**config.mk**
```make
export PLATFORM = sky130hd
export DESIGN_NAME = radix_ascii_converter
export DESIGN_NICKNAME = d
export VERILOG_FILES = /design/src/rtl/rac_pkg.sv /design/src/rtl/rac_digit_div.sv /design/src/rtl/radix_ascii_converter.sv
export SDC_FILE = /design/constraint.sdc
export NUM_CORES = 1
export LEC_CHECK = 0
export BUFFER_PORTS_ARGS = -buffer_cell sky130_fd_sc_hd__buf_2
export CAP_MARGIN = 20
export CORE_MARGIN = 4
export CORE_UTILIZATION = 60
export CTS_BUF_LIST = sky130_fd_sc_hd__clkbuf_16
export CTS_CLUSTER_SIZE = 8
export DETAILED_ROUTE_END_ITERATION = 10
export PLACE_DENSITY = 0.83
export SYNTH_ARGS = -nofsm -noshare
export SYNTH_HDL_FRONTEND = slang
export SYNTH_SLANG_ARGS = --single-unit
```
**constraint.sdc**
```tcl
create_clock -name clock -period 18.24 [get_ports clock]
set_input_delay 5.472 -clock clock [delete_from_list [all_inputs] [get_ports clock]]
set_output_delay 5.472 -clock clock [all_outputs]
set_load 0.02 [all_outputs]
```
**src/rtl/rac_pkg.sv**
```systemverilog
// Package for the radix ASCII converter.
// Holds the widths, codes, state encoding and digit-to-ASCII function.
// No dependencies.
`timescale 1ns / 1ps

package rac_pkg;

   localparam int VALUE_BITS = 64;
   localparam int MAX_DIGITS = 64;
   localparam int RADIX_W    = 6;
   localparam int CHAR_W     = 7;
   localparam int STEP_BITS  = 8;
   localparam int STEPS      = VALUE_BITS / STEP_BITS;
   localparam int STEP_CNT_W = (STEPS > 1) ? $clog2(STEPS) : 1;
   localparam int CNT_W      = $clog2(MAX_DIGITS + 1);
   localparam int IDX_W      = $clog2(MAX_DIGITS);
   localparam int ADDR_W     = 3;
   localparam int DATA_W     = 32;

   localparam logic [RADIX_W-1:0] RADIX_MIN   = 6'd2;
   localparam logic [RADIX_W-1:0] RADIX_MAX   = 6'd36;
   localparam logic [RADIX_W-1:0] RADIX_RESET = 6'd10;
   localparam logic [RADIX_W-1:0] DEC_DIGITS  = 6'd10;
   localparam logic [RADIX_W-1:0] DEC_LAST    = 6'd9;

   localparam logic [CHAR_W-1:0] ASCII_ZERO  = 7'h30;
   localparam logic [CHAR_W-1:0] ASCII_LOW_A = 7'h61;

   // register index taken from paddr bit 2
   localparam logic REG_RADIX = 1'b0;

   typedef enum logic [4:0] {
      ST_IDLE = 5'b00001,
      ST_DIV  = 5'b00010,
      ST_RD   = 5'b00100,
      ST_LD   = 5'b01000,
      ST_OUT  = 5'b10000
   } state_type;

   typedef struct packed {
      logic               done;
      logic [RADIX_W-1:0] digit;
      logic               quot_zero;
   } div_status_type;

   function automatic logic [CHAR_W-1:0] to_ascii(input logic [RADIX_W-1:0] d);
      logic [CHAR_W-1:0] c;
      if (d > DEC_LAST) begin
         c = CHAR_W'(d - DEC_DIGITS) + ASCII_LOW_A;
      end else begin
         c = CHAR_W'(d) + ASCII_ZERO;
      end
      return c;
   endfunction

endpackage

```
**src/rtl/rac_digit_div.sv**
```systemverilog
// Digit divider: divides the value by the radix, eight bits a cycle.
// Leaves the quotient in place and the remainder as the digit.
// Depends on rac_pkg.
`timescale 1ns / 1ps

module rac_digit_div
   import rac_pkg::*;
(
   input  logic                  clock,
   input  logic                  reset,
   input  logic                  start,
   input  logic [RADIX_W-1:0]    radix,
   input  logic [VALUE_BITS-1:0] value,
   output div_status_type        status,
   output logic [VALUE_BITS-1:0] quotient
);

   logic [VALUE_BITS-1:0] shift_ff, shift_in;
   logic [RADIX_W-1:0]    rem_ff, rem_in;
   logic [STEP_CNT_W-1:0] cnt_ff, cnt_in;
   logic                  busy_ff, busy_in;
   logic                  done_ff, done_in;
   logic                  qnz_ff, qnz_in;
   logic [STEP_BITS-1:0]  qbits;
   logic [RADIX_W-1:0]    rem_step;
   logic [RADIX_W:0]      trial;

   always_comb begin
      rem_step = rem_ff;
      qbits    = '0;
      trial    = '0;
      for (int i = 0; i < STEP_BITS; i++) begin
         trial = {rem_step, shift_ff[VALUE_BITS-1-i]};
         if (trial >= {1'b0, radix}) begin
            trial = trial - {1'b0, radix};
            qbits[STEP_BITS-1-i] = 1'b1;
         end
         rem_step = trial[RADIX_W-1:0];
      end
   end

   always_comb begin
      shift_in = shift_ff;
      rem_in   = rem_ff;
      cnt_in   = cnt_ff;
      busy_in  = busy_ff;
      qnz_in   = qnz_ff;
      done_in  = 1'b0;
      if (start) begin
         shift_in = value;
         rem_in   = '0;
         cnt_in   = '0;
         busy_in  = 1'b1;
         qnz_in   = 1'b0;
      end else if (busy_ff) begin
         shift_in = {shift_ff[VALUE_BITS-STEP_BITS-1:0], qbits};
         rem_in   = rem_step;
         cnt_in   = cnt_ff + 1'b1;
         qnz_in   = qnz_ff | (|qbits);
         if (cnt_ff == STEP_CNT_W'(STEPS - 1)) begin
            busy_in = 1'b0;
            done_in = 1'b1;
         end
      end
   end

   always_ff @(posedge clock) begin
      if (reset) begin
         cnt_ff  <= '0;
         busy_ff <= 1'b0;
         done_ff <= 1'b0;
         qnz_ff  <= 1'b0;
      end else begin
         cnt_ff  <= cnt_in;
         busy_ff <= busy_in;
         done_ff <= done_in;
         qnz_ff  <= qnz_in;
      end
   end

   always_ff @(posedge clock) begin
      shift_ff <= shift_in;
      rem_ff   <= rem_in;
   end

   assign status   = {done_ff, rem_ff, ~qnz_ff};
   assign quotient = shift_ff;

endmodule

```
**src/rtl/radix_ascii_converter.sv**
```systemverilog
// Top level of the radix ASCII converter.
// Holds the control sequencer, digit memory, CSR port and output register.
// Depends on rac_pkg and rac_digit_div.
`timescale 1ns / 1ps

// Converts one unsigned 64-bit value per transfer into ASCII text in the
// radix held in register 0 (2 to 36; 0 and 1 read as 2, above 36 as 36),
// most significant digit first, last_digit set on the final character.
// One value is in flight at a time: req_stall stays high from acceptance
// until the last digit has been taken. For each digit the divider loads the
// dividend, then works through eight steps of eight bits each; afterwards
// each digit is read back from the digit memory (ST_RD), loaded into the
// output register (ST_LD) and shown (ST_OUT) until taken, so the time from
// one input transfer to the next grows with the number of digits and with
// rsp_stall; radix 2 with a full 64-bit value is the worst case.

module radix_ascii_converter
   import rac_pkg::*;
(
   input  logic                  clock,
   input  logic                  reset,
   input  logic                  req_valid,
   output logic                  req_stall,
   input  logic [VALUE_BITS-1:0] req_value,
   output logic                  rsp_valid,
   input  logic                  rsp_stall,
   output logic [CHAR_W-1:0]     rsp_digit_char,
   output logic                  rsp_last_digit,
   input  logic                  csr_psel,
   input  logic                  csr_penable,
   input  logic                  csr_pwrite,
   input  logic [ADDR_W-1:0]     csr_paddr,
   input  logic [DATA_W-1:0]     csr_pwdata,
   output logic [DATA_W-1:0]     csr_prdata,
   output logic                  csr_pready
);

   state_type             state_ff, state_in;
   logic [RADIX_W-1:0]    radix_ff;
   logic [RADIX_W-1:0]    eff_radix;
   logic [CNT_W-1:0]      count_ff, count_in;
   logic [IDX_W-1:0]      idx_ff, idx_in;
   logic                  rsp_valid_ff, rsp_valid_in;
   logic [CHAR_W-1:0]     rsp_char_ff;
   logic                  rsp_last_ff;
   logic [RADIX_W-1:0]    rd_data_ff;
   logic [RADIX_W-1:0]    digit_mem [MAX_DIGITS];
   logic                  req_xfer;
   logic                  div_start;
   logic [VALUE_BITS-1:0] div_value;
   logic [VALUE_BITS-1:0] quotient;
   div_status_type        div_status;
   logic                  room;
   logic                  mem_wr;
   logic [CNT_W-1:0]      count_next;

   // CSR port
   assign csr_pready  = 1'b1;
   assign csr_prdata  = (csr_paddr[2] == REG_RADIX) ? DATA_W'(radix_ff) : '0;

   always_ff @(posedge clock) begin
      if (reset) begin
         radix_ff <= RADIX_RESET;
      end else if (csr_psel && csr_penable && csr_pwrite && csr_pready
                   && csr_paddr[2] == REG_RADIX) begin
         radix_ff <= csr_pwdata[RADIX_W-1:0];
      end
   end

   always_comb begin
      if (radix_ff < RADIX_MIN) begin
         eff_radix = RADIX_MIN;
      end else if (radix_ff > RADIX_MAX) begin
         eff_radix = RADIX_MAX;
      end else begin
         eff_radix = radix_ff;
      end
   end

   assign req_stall = (state_ff != ST_IDLE);
   assign req_xfer  = req_valid && (state_ff == ST_IDLE);

   assign room       = (count_ff < CNT_W'(MAX_DIGITS));
   assign mem_wr     = (state_ff == ST_DIV) && div_status.done && room;
   assign count_next = room ? count_ff + 1'b1 : count_ff;

   assign div_start = req_xfer ||
                      ((state_ff == ST_DIV) && div_status.done && !div_status.quot_zero);
   assign div_value = (state_ff == ST_IDLE) ? req_value : quotient;

   rac_digit_div u_div (
      .clock    (clock),
      .reset    (reset),
      .start    (div_start),
      .radix    (eff_radix),
      .value    (div_value),
      .status   (div_status),
      .quotient (quotient)
   );

   always_comb begin
      state_in     = state_ff;
      count_in     = count_ff;
      idx_in       = idx_ff;
      rsp_valid_in = rsp_valid_ff;
      case (state_ff)
         ST_IDLE: begin
            if (req_xfer) begin
               count_in = '0;
               state_in = ST_DIV;
            end
         end
         ST_DIV: begin
            if (div_status.done) begin
               count_in = count_next;
               if (div_status.quot_zero) begin
                  idx_in   = IDX_W'(count_next - 1'b1);
                  state_in = ST_RD;
               end
            end
         end
         ST_RD: begin
            state_in = ST_LD;
         end
         ST_LD: begin
            rsp_valid_in = 1'b1;
            state_in     = ST_OUT;
         end
         ST_OUT: begin
            if (!rsp_stall) begin
               rsp_valid_in = 1'b0;
               if (rsp_last_ff) begin
                  state_in = ST_IDLE;
               end else begin
                  idx_in   = idx_ff - 1'b1;
                  state_in = ST_RD;
               end
            end
         end
         default: begin
            state_in     = ST_IDLE;
            rsp_valid_in = 1'b0;
         end
      endcase
   end

   always_ff @(posedge clock) begin
      if (reset) begin
         state_ff     <= ST_IDLE;
         count_ff     <= '0;
         rsp_valid_ff <= 1'b0;
      end else begin
         state_ff     <= state_in;
         count_ff     <= count_in;
         rsp_valid_ff <= rsp_valid_in;
      end
   end

   always_ff @(posedge clock) begin
      idx_ff <= idx_in;
      if (state_ff == ST_LD) begin
         rsp_char_ff <= to_ascii(rd_data_ff);
         rsp_last_ff <= (idx_ff == '0);
      end
   end

   // digit memory, least significant digit at entry 0
   always_ff @(posedge clock) begin
      if (mem_wr) begin
         digit_mem[count_ff[IDX_W-1:0]] <= div_status.digit;
      end
      if (state_ff == ST_RD) begin
         rd_data_ff <= digit_mem[idx_ff];
      end
   end

   assign rsp_valid      = rsp_valid_ff;
   assign rsp_digit_char = rsp_char_ff;
   assign rsp_last_digit = rsp_last_ff;

endmodule
```
# Word-level counts from Yosys, hierarchy flattened
# Memory sizes are Yosys's and may differ from the RTL's. A register that Yosys moved wholly into a read port is not among the register bits.
# Cells that the tools add are included.
# word_totals
ff_bits	109
n_memories	1
rom_bits	0
inputBits	106
latchBits	0
ramBits	384
out_inout_bits	43
elab_cells	125
# mem_list
memory	words	width	rd	rd_ports_with_merged_regs	write_ports	line	source
digit_mem	64	6	1	1	1	radix_ascii_converter.sv:47	logic [RADIX_W-1:0] digit_mem [MAX_DIGITS];
# classes
n_shift	0
n_lt_le_gt_ge	12
reduce_logical	21
bitwise_logic	4
div	0
eq_ne	13
n_mul	0
add_sub_neg	15
mux	46
# op_table
operator	n
2-to-1 mux 64 bit	3
2-to-1 mux 6 bit	15
greater-or-equal comparator 7 x 6 -> 1 bit	8
subtractor 6 bit	8
2-to-1 mux 7 bit	4
case mux 5 bit (5 select lines)	1
2-to-1 mux 5 bit	4
2-to-1 mux 1 bit	15
case mux 7 bit (2 select lines)	1
case mux 6 bit (2 select lines)	1
subtractor 6 x 1 -> 6 bit, second input constant	2
inequality test 2 bit, second input constant	4
OR reduction 8 bit	1
adder 6 x 6 -> 7 bit, second input constant	1
adder 7 x 1 -> 7 bit, second input constant	1
adder 7 bit, second input constant	1
logical AND 1 bit	7
less-than comparator 7 bit, second input constant	1
subtractor 6 x 4 -> 7 bit, second input constant	1
> comparator 6 x 4 -> 1 bit, second input constant	1
> comparator 6 bit, second input constant	1
logical NOT 6 bit	1
less-than comparator 6 x 2 -> 1 bit, second input constant	1
nonzero test 2 bit	3
20 further kinds	25

# Longest topological paths before layout
# Gate-level depths: netlist of run 1.
# depth
ltp_word	21
ltp_mapped	75
ltp_nobuf	73

# Hierarchy
# From an unflattened synthesis of run 1, not the netlist that was laid out.
# unflattened
cells_unflattened	1607
hier_area_um2	24259.5
# modules_own_cells
module	instances	seq_area_each_um2	area_per_inst_um2	cells_each
radix_ascii_converter	1	12512.0	18322.6	1057
rac_digit_div	1	2162.1	5936.9	550

# Worst setup path before layout of run 1
# No wires, ideal clock.
# synth_path
path_kind	reg2reg
startpoint	reg radix_ff[3]
endpoint	reg u_div.rem_ff[0]
arrival_ns	16.248
path_slack_ns	1.917
stages_incl_launch_ff	71
n_path_buf	3
required_time_ns	18.164
path_cell_list	dfxtp_1 > nor3_1 > o21ai_0 > ha_1 > a211oi_1 > o21a_1 > buf_6 > mux2_2 > ha_1 > a21oi_1 > o21ai_0 > a221oi_1 > o211a_1 > buf_6 > clkbuf_1 > mux2_2 > ha_1 > a211oi_1 > [... 35 more ...] > nor2b_1 > o21ai_0 > nand2b_1 > a21o_1 > a21o_1 > a211oi_1 > o31a_1 > nand3_1 > mux2i_1 > ha_1 > a21o_1 > a21o_1 > a21o_1 > a21o_1 > a211o_1 > a211oi_4 > mux2_4 > o22ai_1
# synth_via
elab_chain_len	19
elab_cells_between_ends	28
cone_classes	add/sub: 8; order compare: 10; mux: 10
# synth_lines
item	line	source
start, declared	radix_ascii_converter.sv:39	logic [RADIX_W-1:0] radix_ff;
start signal, assigned	radix_ascii_converter.sv:66	radix_ff <= csr_pwdata[RADIX_W-1:0];
> comparator 6 bit	radix_ascii_converter.sv:73	end else if (radix_ff > RADIX_MAX) begin
2-to-1 mux 6 bit	radix_ascii_converter.sv:73	
2-to-1 mux 6 bit *	radix_ascii_converter.sv:71	if (radix_ff < RADIX_MIN) begin
subtractor 6 bit or greater-or-equal comparator 7 x 6 -> 1 bit (tied branches)	rac_digit_div.sv:35, rac_digit_div.sv:34	
2-to-1 mux 6 bit	rac_digit_div.sv:34	if (trial >= {1'b0, radix}) begin
subtractor 6 bit or greater-or-equal comparator 7 x 6 -> 1 bit (tied branches)	rac_digit_div.sv:35, rac_digit_div.sv:34	
2-to-1 mux 6 bit	rac_digit_div.sv:34	
subtractor 6 bit or greater-or-equal comparator 7 x 6 -> 1 bit (tied branches)	rac_digit_div.sv:35, rac_digit_div.sv:34	
[... 3 more ...]	--	
subtractor 6 bit or greater-or-equal comparator 7 x 6 -> 1 bit (tied branches)	rac_digit_div.sv:35, rac_digit_div.sv:34	
2-to-1 mux 6 bit	rac_digit_div.sv:34	
subtractor 6 bit or greater-or-equal comparator 7 x 6 -> 1 bit (tied branches)	rac_digit_div.sv:35, rac_digit_div.sv:34	
2-to-1 mux 6 bit	rac_digit_div.sv:34	
greater-or-equal comparator 7 x 6 -> 1 bit or subtractor 6 bit (tied branches)	rac_digit_div.sv:34, rac_digit_div.sv:35	
2-to-1 mux 6 bit	rac_digit_div.sv:34	
greater-or-equal comparator 7 x 6 -> 1 bit	rac_digit_div.sv:34	
2-to-1 mux 6 bit *	rac_digit_div.sv:34	
end signal, assigned	rac_digit_div.sv:83	rem_ff <= rem_in;
end, declared	rac_digit_div.sv:19	logic [RADIX_W-1:0] rem_ff, rem_in;
# Every way passes the cells marked *; elsewhere a longest branch is shown, timed or not.
# A chain may end at the register's enable or synchronous reset.

# Final worst setup path of run 1
# layout_path
startpoint	reg radix_ff[5]
endpoint	reg u_div.rem_ff[0]
# The elaborated chain is that of the path after synthesis.

==> out/results.ini, run 1 <==
[status]
status=completed

[route]
drc_errors=0
wl_microns=56560
drt-initial-drc-count=1327
drtPass1Iterations=5
vias=13960
via_per_inst=6.339
wl_per_cell_microns=25.67
antenna_left=0

[cts]
tritoncts=built
numCtsBuffers=72
cts.sinks=499
path_clk_slew_ns=0.05
cts.path.max_buffers=3
root_buffer=clkbuf_16
clock_latency_ns=0.58
htree_levels=3

[grt]
grt_pass1_vias=14540
track_usage_pct=27.70
grt_max_degree=79
antenna_found_initial=1
grt.overflow.total=0
grt_pass1_wl_microns=87120

[finish]
syn_to_final_growth_pct=13.45
drive_gt1_share_pct=22.52
fin_nets=1845
insertedDiodeCount=0
fillers=2324
instances_no_fill=2203

[die]
die_w_microns=203.9
start_util_pct=60.97
ios=149
core_area_sq_um=37760
die_h_microns=203.9
die_area_sq_um=41570
num_rows=71

[worst_setup_path]
cp_slowest_cell=mux2_2
path_max_fanout=12
worst-setup-path-type=register to register
cp.required_ns=18.75
rr_endpoint=u_div.rem_ff[0]
cp.arrival_ns=17.63
cpPeakStageDelay_ns=0.43
end_kind=register
r2r_start=radix_ff[5]
start_kind=register
critPathLaunch=radix_ff[5]
crit_end=u_div.rem_ff[0]
cp_common_cell=a21o_1
rr_worst_depth=72
rrSetupSlack_ns=1.11

[logic_synthesis]
synth_cell_type_count=68
synth_ff_type=edfxtp_1
synth_async_sr_flop_share_pct=0
yosys.area.top_type=edfxtp_1
yosysSeqAreaShare_pct=63.74
yosysWarnings=0
synth_edf_count=468
netlist_instances=1541
synth_top_area_share_pct=61.05
ys_ff_latch=499
synth.avg_cell_area_sq_um=14.94
netlist_area_sq_um=23020
synthTopCellsByArea=edfxtp_1 61%, mux4_2 12%, nand2_1 3.8%

[sta]
finalCritPeriodShare_pct=93.90
fmax_mhz=58.39
min_period_ns=17.13
max_slew_margin_pct=33.55
holdWs_ns=0.4774
worst_pin_slew_ns=0.9968
drv_slew=0
fin_skew_ns=0.02173
hold_viol_final=0
setup_tns_ns=0
setup_ws_ns=1.113
setup_violations=0

[placed_design]
port_buffers=93
pre_cts_ws_ns=0.6659
place_congestion=0.8391
placed_cells=2107
place_hpwl_microns=33390

[job]
drv_cap=0

[worst_hold_path]
hold_class=register to register

## critical path: cells and delay by family (launching register included)
family | cells | cell delay [ns]
AO/OA/AOI/OAI | 37 | 8.89
adder cells (fa/ha/maj) | 8 | 2.44
buffers and inverters | 9 | 1.26
flip-flops | 1 | 0.38
multiplexers | 8 | 2.80
AND/OR/NAND/NOR | 10 | 1.28
## repair_timing
item                       CTS  global route
resized for setup            0            10
hold buffers                 0             0
setup buffers                0             1
setup endpoints to repair    0             8
## routing by layer
| metal | GRT usage, % | vias to the layer above | share of wire (%) |
|---|---|---|---|
| met5 | 0 | - | 0.023 |
| met4 | 12.12 | 2 | 4.7 |
| met3 | 4.824 | 188 | 8.0 |
| met2 | 47.90 | 808 | 52 |
| met1 | 34.76 | 6911 | 36 |
| li1 | - | 6055 | - |
## worst min path at each step
stage                           start           to  cells after the start
final                       rsp_valid    rsp_valid                      2
after global placement      rsp_valid    rsp_valid                      2
after CTS                   rsp_valid    rsp_valid                      2
after global routing        rsp_valid    rsp_valid                      2
after floorplan           radix_ff[0]  radix_ff[0]                      2
after detailed placement    rsp_valid    rsp_valid                      2
## metrics by stage
stage                     area (sq um)  utilization, %
after floorplan                  23110               -
after global placement           23990           63.53
after detailed placement         23990           63.53
after CTS                        26040           68.96
after global routing             26120           69.18
final                            26120           69.18
## sequential cells by signal, indices dropped and copies added, names as in the netlist
signal	cells
rsp_digit_char	7
rd_data_ff	6
u_div.quotient	64
rsp_valid	1
state_ff	5
radix_ff	6
u_div.busy_ff	1
u_div.done_ff	1
idx_ff	6
u_div.qnz_ff	1
count_ff	7
rsp_last_digit	1
digit_mem	384
u_div.cnt_ff	3
u_div.rem_ff	6
## cell usage in the layout, fill, tap and decap left out, drive strengths merged, types with 23 or more instances in the layout
cell	n
clkbuf	77
inv	66
dfxtp	31
o21ai	50
buf	125
conb	27
nand2	231
nor2	111
edfxtp	468
ha	58
mux4	126
mux2i	23
a21oi	36
## cell usage after synthesis, drive strengths merged, types with 4 or more instances
library cell,count
a211oi,11
a21boi,4
a21o,22
a21oi,36
a22oi,4
a31oi,6
and2,5
and3,9
buf,52
clkbuf,41
dfxtp,31
edfxtp,468
fa,8
ha,58
inv,51
mux2,17
mux2i,23
mux4,126
nand2,231
nand2b,12
nand3,17
nand3b,7
nand4,9
nor2,111
nor2b,17
nor3,13
nor3b,4
o211a,6
o211ai,7
o21a,4
o21ai,50
o22ai,5
or3,5
xnor2,22
xor2,17
## final cells by class
type / count / area [sq um] / area share [%]
inverters: 51 / 191.4 / 0.7330
clock inverters: 17 / 148.9 / 0.5701
well taps: 511 / 639.4 / 2.448
multi-input cells: 923 / 7829 / 29.98
repair buffers: 126 / 725.7 / 2.779
flip-flops and latches: 499 / 14680 / 56.21
clock buffers: 76 / 1902 / 7.282
## kinds of logic (layout without fill, tap and decap cells)
family / after synthesis / count (layout) / synth area share (%)
flip-flops: 499 / 499 / 63.74
XOR/XNOR: 39 / 39 / 1.484
other: 2 / 27 / 0.03262
adder cells (fa/ha/maj): 66 / 66 / 3.848
buffers and inverters: 144 / 270 / 2.919
AND/OR/NAND/NOR: 453 / 453 / 8.598
AO/OA/AOI/OAI: 172 / 172 / 5.147
multiplexers: 166 / 166 / 14.23
Power of run 1 is not shown: default switching activity piles up to over one toggle a cycle in this logic, so the estimate is an artifact.
==> run 2, diff against run 1 <==
CTS_BUF_LIST = not set   (was sky130_fd_sc_hd__clkbuf_16)
==> out/results.ini, run 2 (synthesized netlist as in run 1, its figures left out) <==
[worst_setup_path]
cp_slowest_cell=mux2_2  ; unchanged
cp.required_ns=18.75  ; about the same
rrSetupSlack_ns=1.07  ; was 1.11 ns
r2r_start=radix_ff[5]  ; unchanged
rr_worst_depth=72  ; unchanged
critPathLaunch=radix_ff[5]  ; unchanged
worst-setup-path-type=register to register  ; unchanged
cpPeakStageDelay_ns=0.43  ; about the same
path_max_fanout=12  ; unchanged
cp_common_cell=a21o_1  ; unchanged
cp.arrival_ns=17.68  ; was 17.63 ns
end_kind=register  ; unchanged
rr_endpoint=u_div.rem_ff[0]  ; unchanged
start_kind=register  ; unchanged

[grt]
grt_max_degree=79  ; unchanged
grt_pass1_wl_microns=87110  ; was 87120 microns
grt_pass1_vias=14530  ; was 14540
antenna_found_initial=1  ; unchanged
grt.overflow.total=0  ; unchanged
track_usage_pct=27.70  ; unchanged

[status]
status=completed  ; unchanged

[die]
die_area_sq_um=41570  ; unchanged
die_w_microns=203.9  ; unchanged
die_h_microns=203.9  ; unchanged
num_rows=71  ; unchanged
core_area_sq_um=37760  ; unchanged
ios=149  ; unchanged
start_util_pct=60.97  ; unchanged

[sta]
holdWs_ns=0.4831  ; was 0.4774 ns
finalCritPeriodShare_pct=94.13  ; was 93.90%
hold_viol_final=0  ; unchanged
worst_pin_slew_ns=1.001  ; was 0.9968 ns
fin_skew_ns=0.02251  ; was 0.02173 ns
setup_ws_ns=1.070  ; was 1.113 ns
fmax_mhz=58.24  ; was 58.39 MHz
setup_violations=0  ; unchanged
max_slew_margin_pct=33.28  ; was 33.55%
drv_slew=0  ; unchanged
min_period_ns=17.17  ; was 17.13 ns

[placed_design]
place_hpwl_microns=33390  ; unchanged
pre_cts_ws_ns=0.6659  ; unchanged
dpl_cell_area_sq_um=23990  ; unchanged
place_congestion=0.8391  ; unchanged
port_buffers=93  ; unchanged
placed_cells=2107  ; unchanged

[finish]
multi_input_comb_area_sq_um=7829  ; unchanged
seqCellArea_sq_um=14680  ; unchanged
fin_area_sq_um=26120  ; unchanged
fillers=2324  ; unchanged
insertedDiodeCount=0  ; unchanged
fin_nets=1845  ; unchanged
instances_no_fill=2203  ; unchanged
syn_to_final_growth_pct=13.45  ; unchanged
largest_reg_flops=384  ; unchanged
final_common_cell=edfxtp_1  ; unchanged
drive_gt1_share_pct=22.52  ; unchanged
final_cell_mix=468 x edfxtp_1, 230 x nand2_1, 126 x mux4_2  ; unchanged

[route]
via_per_inst=6.365  ; was 6.339
drt-initial-drc-count=1342  ; was 1327
antenna_left=0  ; unchanged
drtPass1Iterations=5  ; unchanged
wl_microns=56630  ; was 56560 microns
vias=14020  ; was 13960
wl_per_cell_microns=25.71  ; was 25.67 microns
drc_errors=0  ; unchanged

[cts]
path_clk_slew_ns=0.05  ; about the same
holdBufCountCts=0  ; unchanged
htree_levels=3  ; unchanged
tritoncts=built  ; unchanged
cts.path.max_buffers=3  ; unchanged
numCtsBuffers=72  ; unchanged
root_buffer=clkbuf_16  ; unchanged
cts.sinks=499  ; unchanged
clock_latency_ns=0.59  ; was 0.58 ns

[worst_hold_path]
hold_end=rsp_valid  ; unchanged
hold_path.startpoint=rsp_valid  ; unchanged
hold_class=register to register  ; unchanged
hold_path_depth=2  ; unchanged

[job]
drv_cap=0  ; unchanged

## run 2: how the worst max path moves through the flow
stage | end | slack [ns] | depth (start not counted)
final | u_div.rem_ff[0] | 1.07 | 72
after CTS | u_div.rem_ff[0] | 0.50 | 70
after floorplan | u_div.rem_ff[0] | 1.92 | 70
after global placement | u_div.rem_ff[0] | 1.03 | 74
after global routing | u_div.rem_ff[0] | -0.009 | 73
after detailed placement | u_div.rem_ff[0] | 0.67 | 70
## run 2: metrics by stage
stage                TNS [ns]  util (%)
global placement            0     63.53
floorplan                   0         -
detailed placement          0     63.53
global route        -0.009079     69.18
finish                      0     69.18
CTS                         0     68.96
## run 2: layout make-up
class | instances | share of cell area, %
Clock buffer | 89 | 7.469
Clock inverter | 4 | 0.3833
Inverter | 51 | 0.7330
Multi-Input combinational cell | 923 | 29.98
Sequential cell | 499 | 56.21
Tap cell | 511 | 2.448
Timing Repair Buffer | 126 | 2.779
## run 2: critical path: cells and delay by family, from the launching register on
kind | cells | cell delay, ns
compound gates | 37 | 8.91
fa+ha+maj | 8 | 2.44
buf+inv | 9 | 1.27
flops | 1 | 0.38
mux | 8 | 2.80
simple gates | 10 | 1.28
## run 2: what timing repair did
item / CTS / global route
buffers inserted: 0 / 1
gates resized for setup: 0 / 10
setup endpoints to repair: 0 / 8
hold endpoints to repair: 0 / 0
## run 2: routing by layer
layer  routed length [microns]  vias to the layer above  GRT usage [%]
met4                      2664                        2          12.12
met5                        13                        -              0
li1                          -                     6052              -
met2                     29400                      840          47.89
met1                     20100                     6940          34.77
met3                      4450                      189          4.824
Power of run 2 is left out for the same reason.
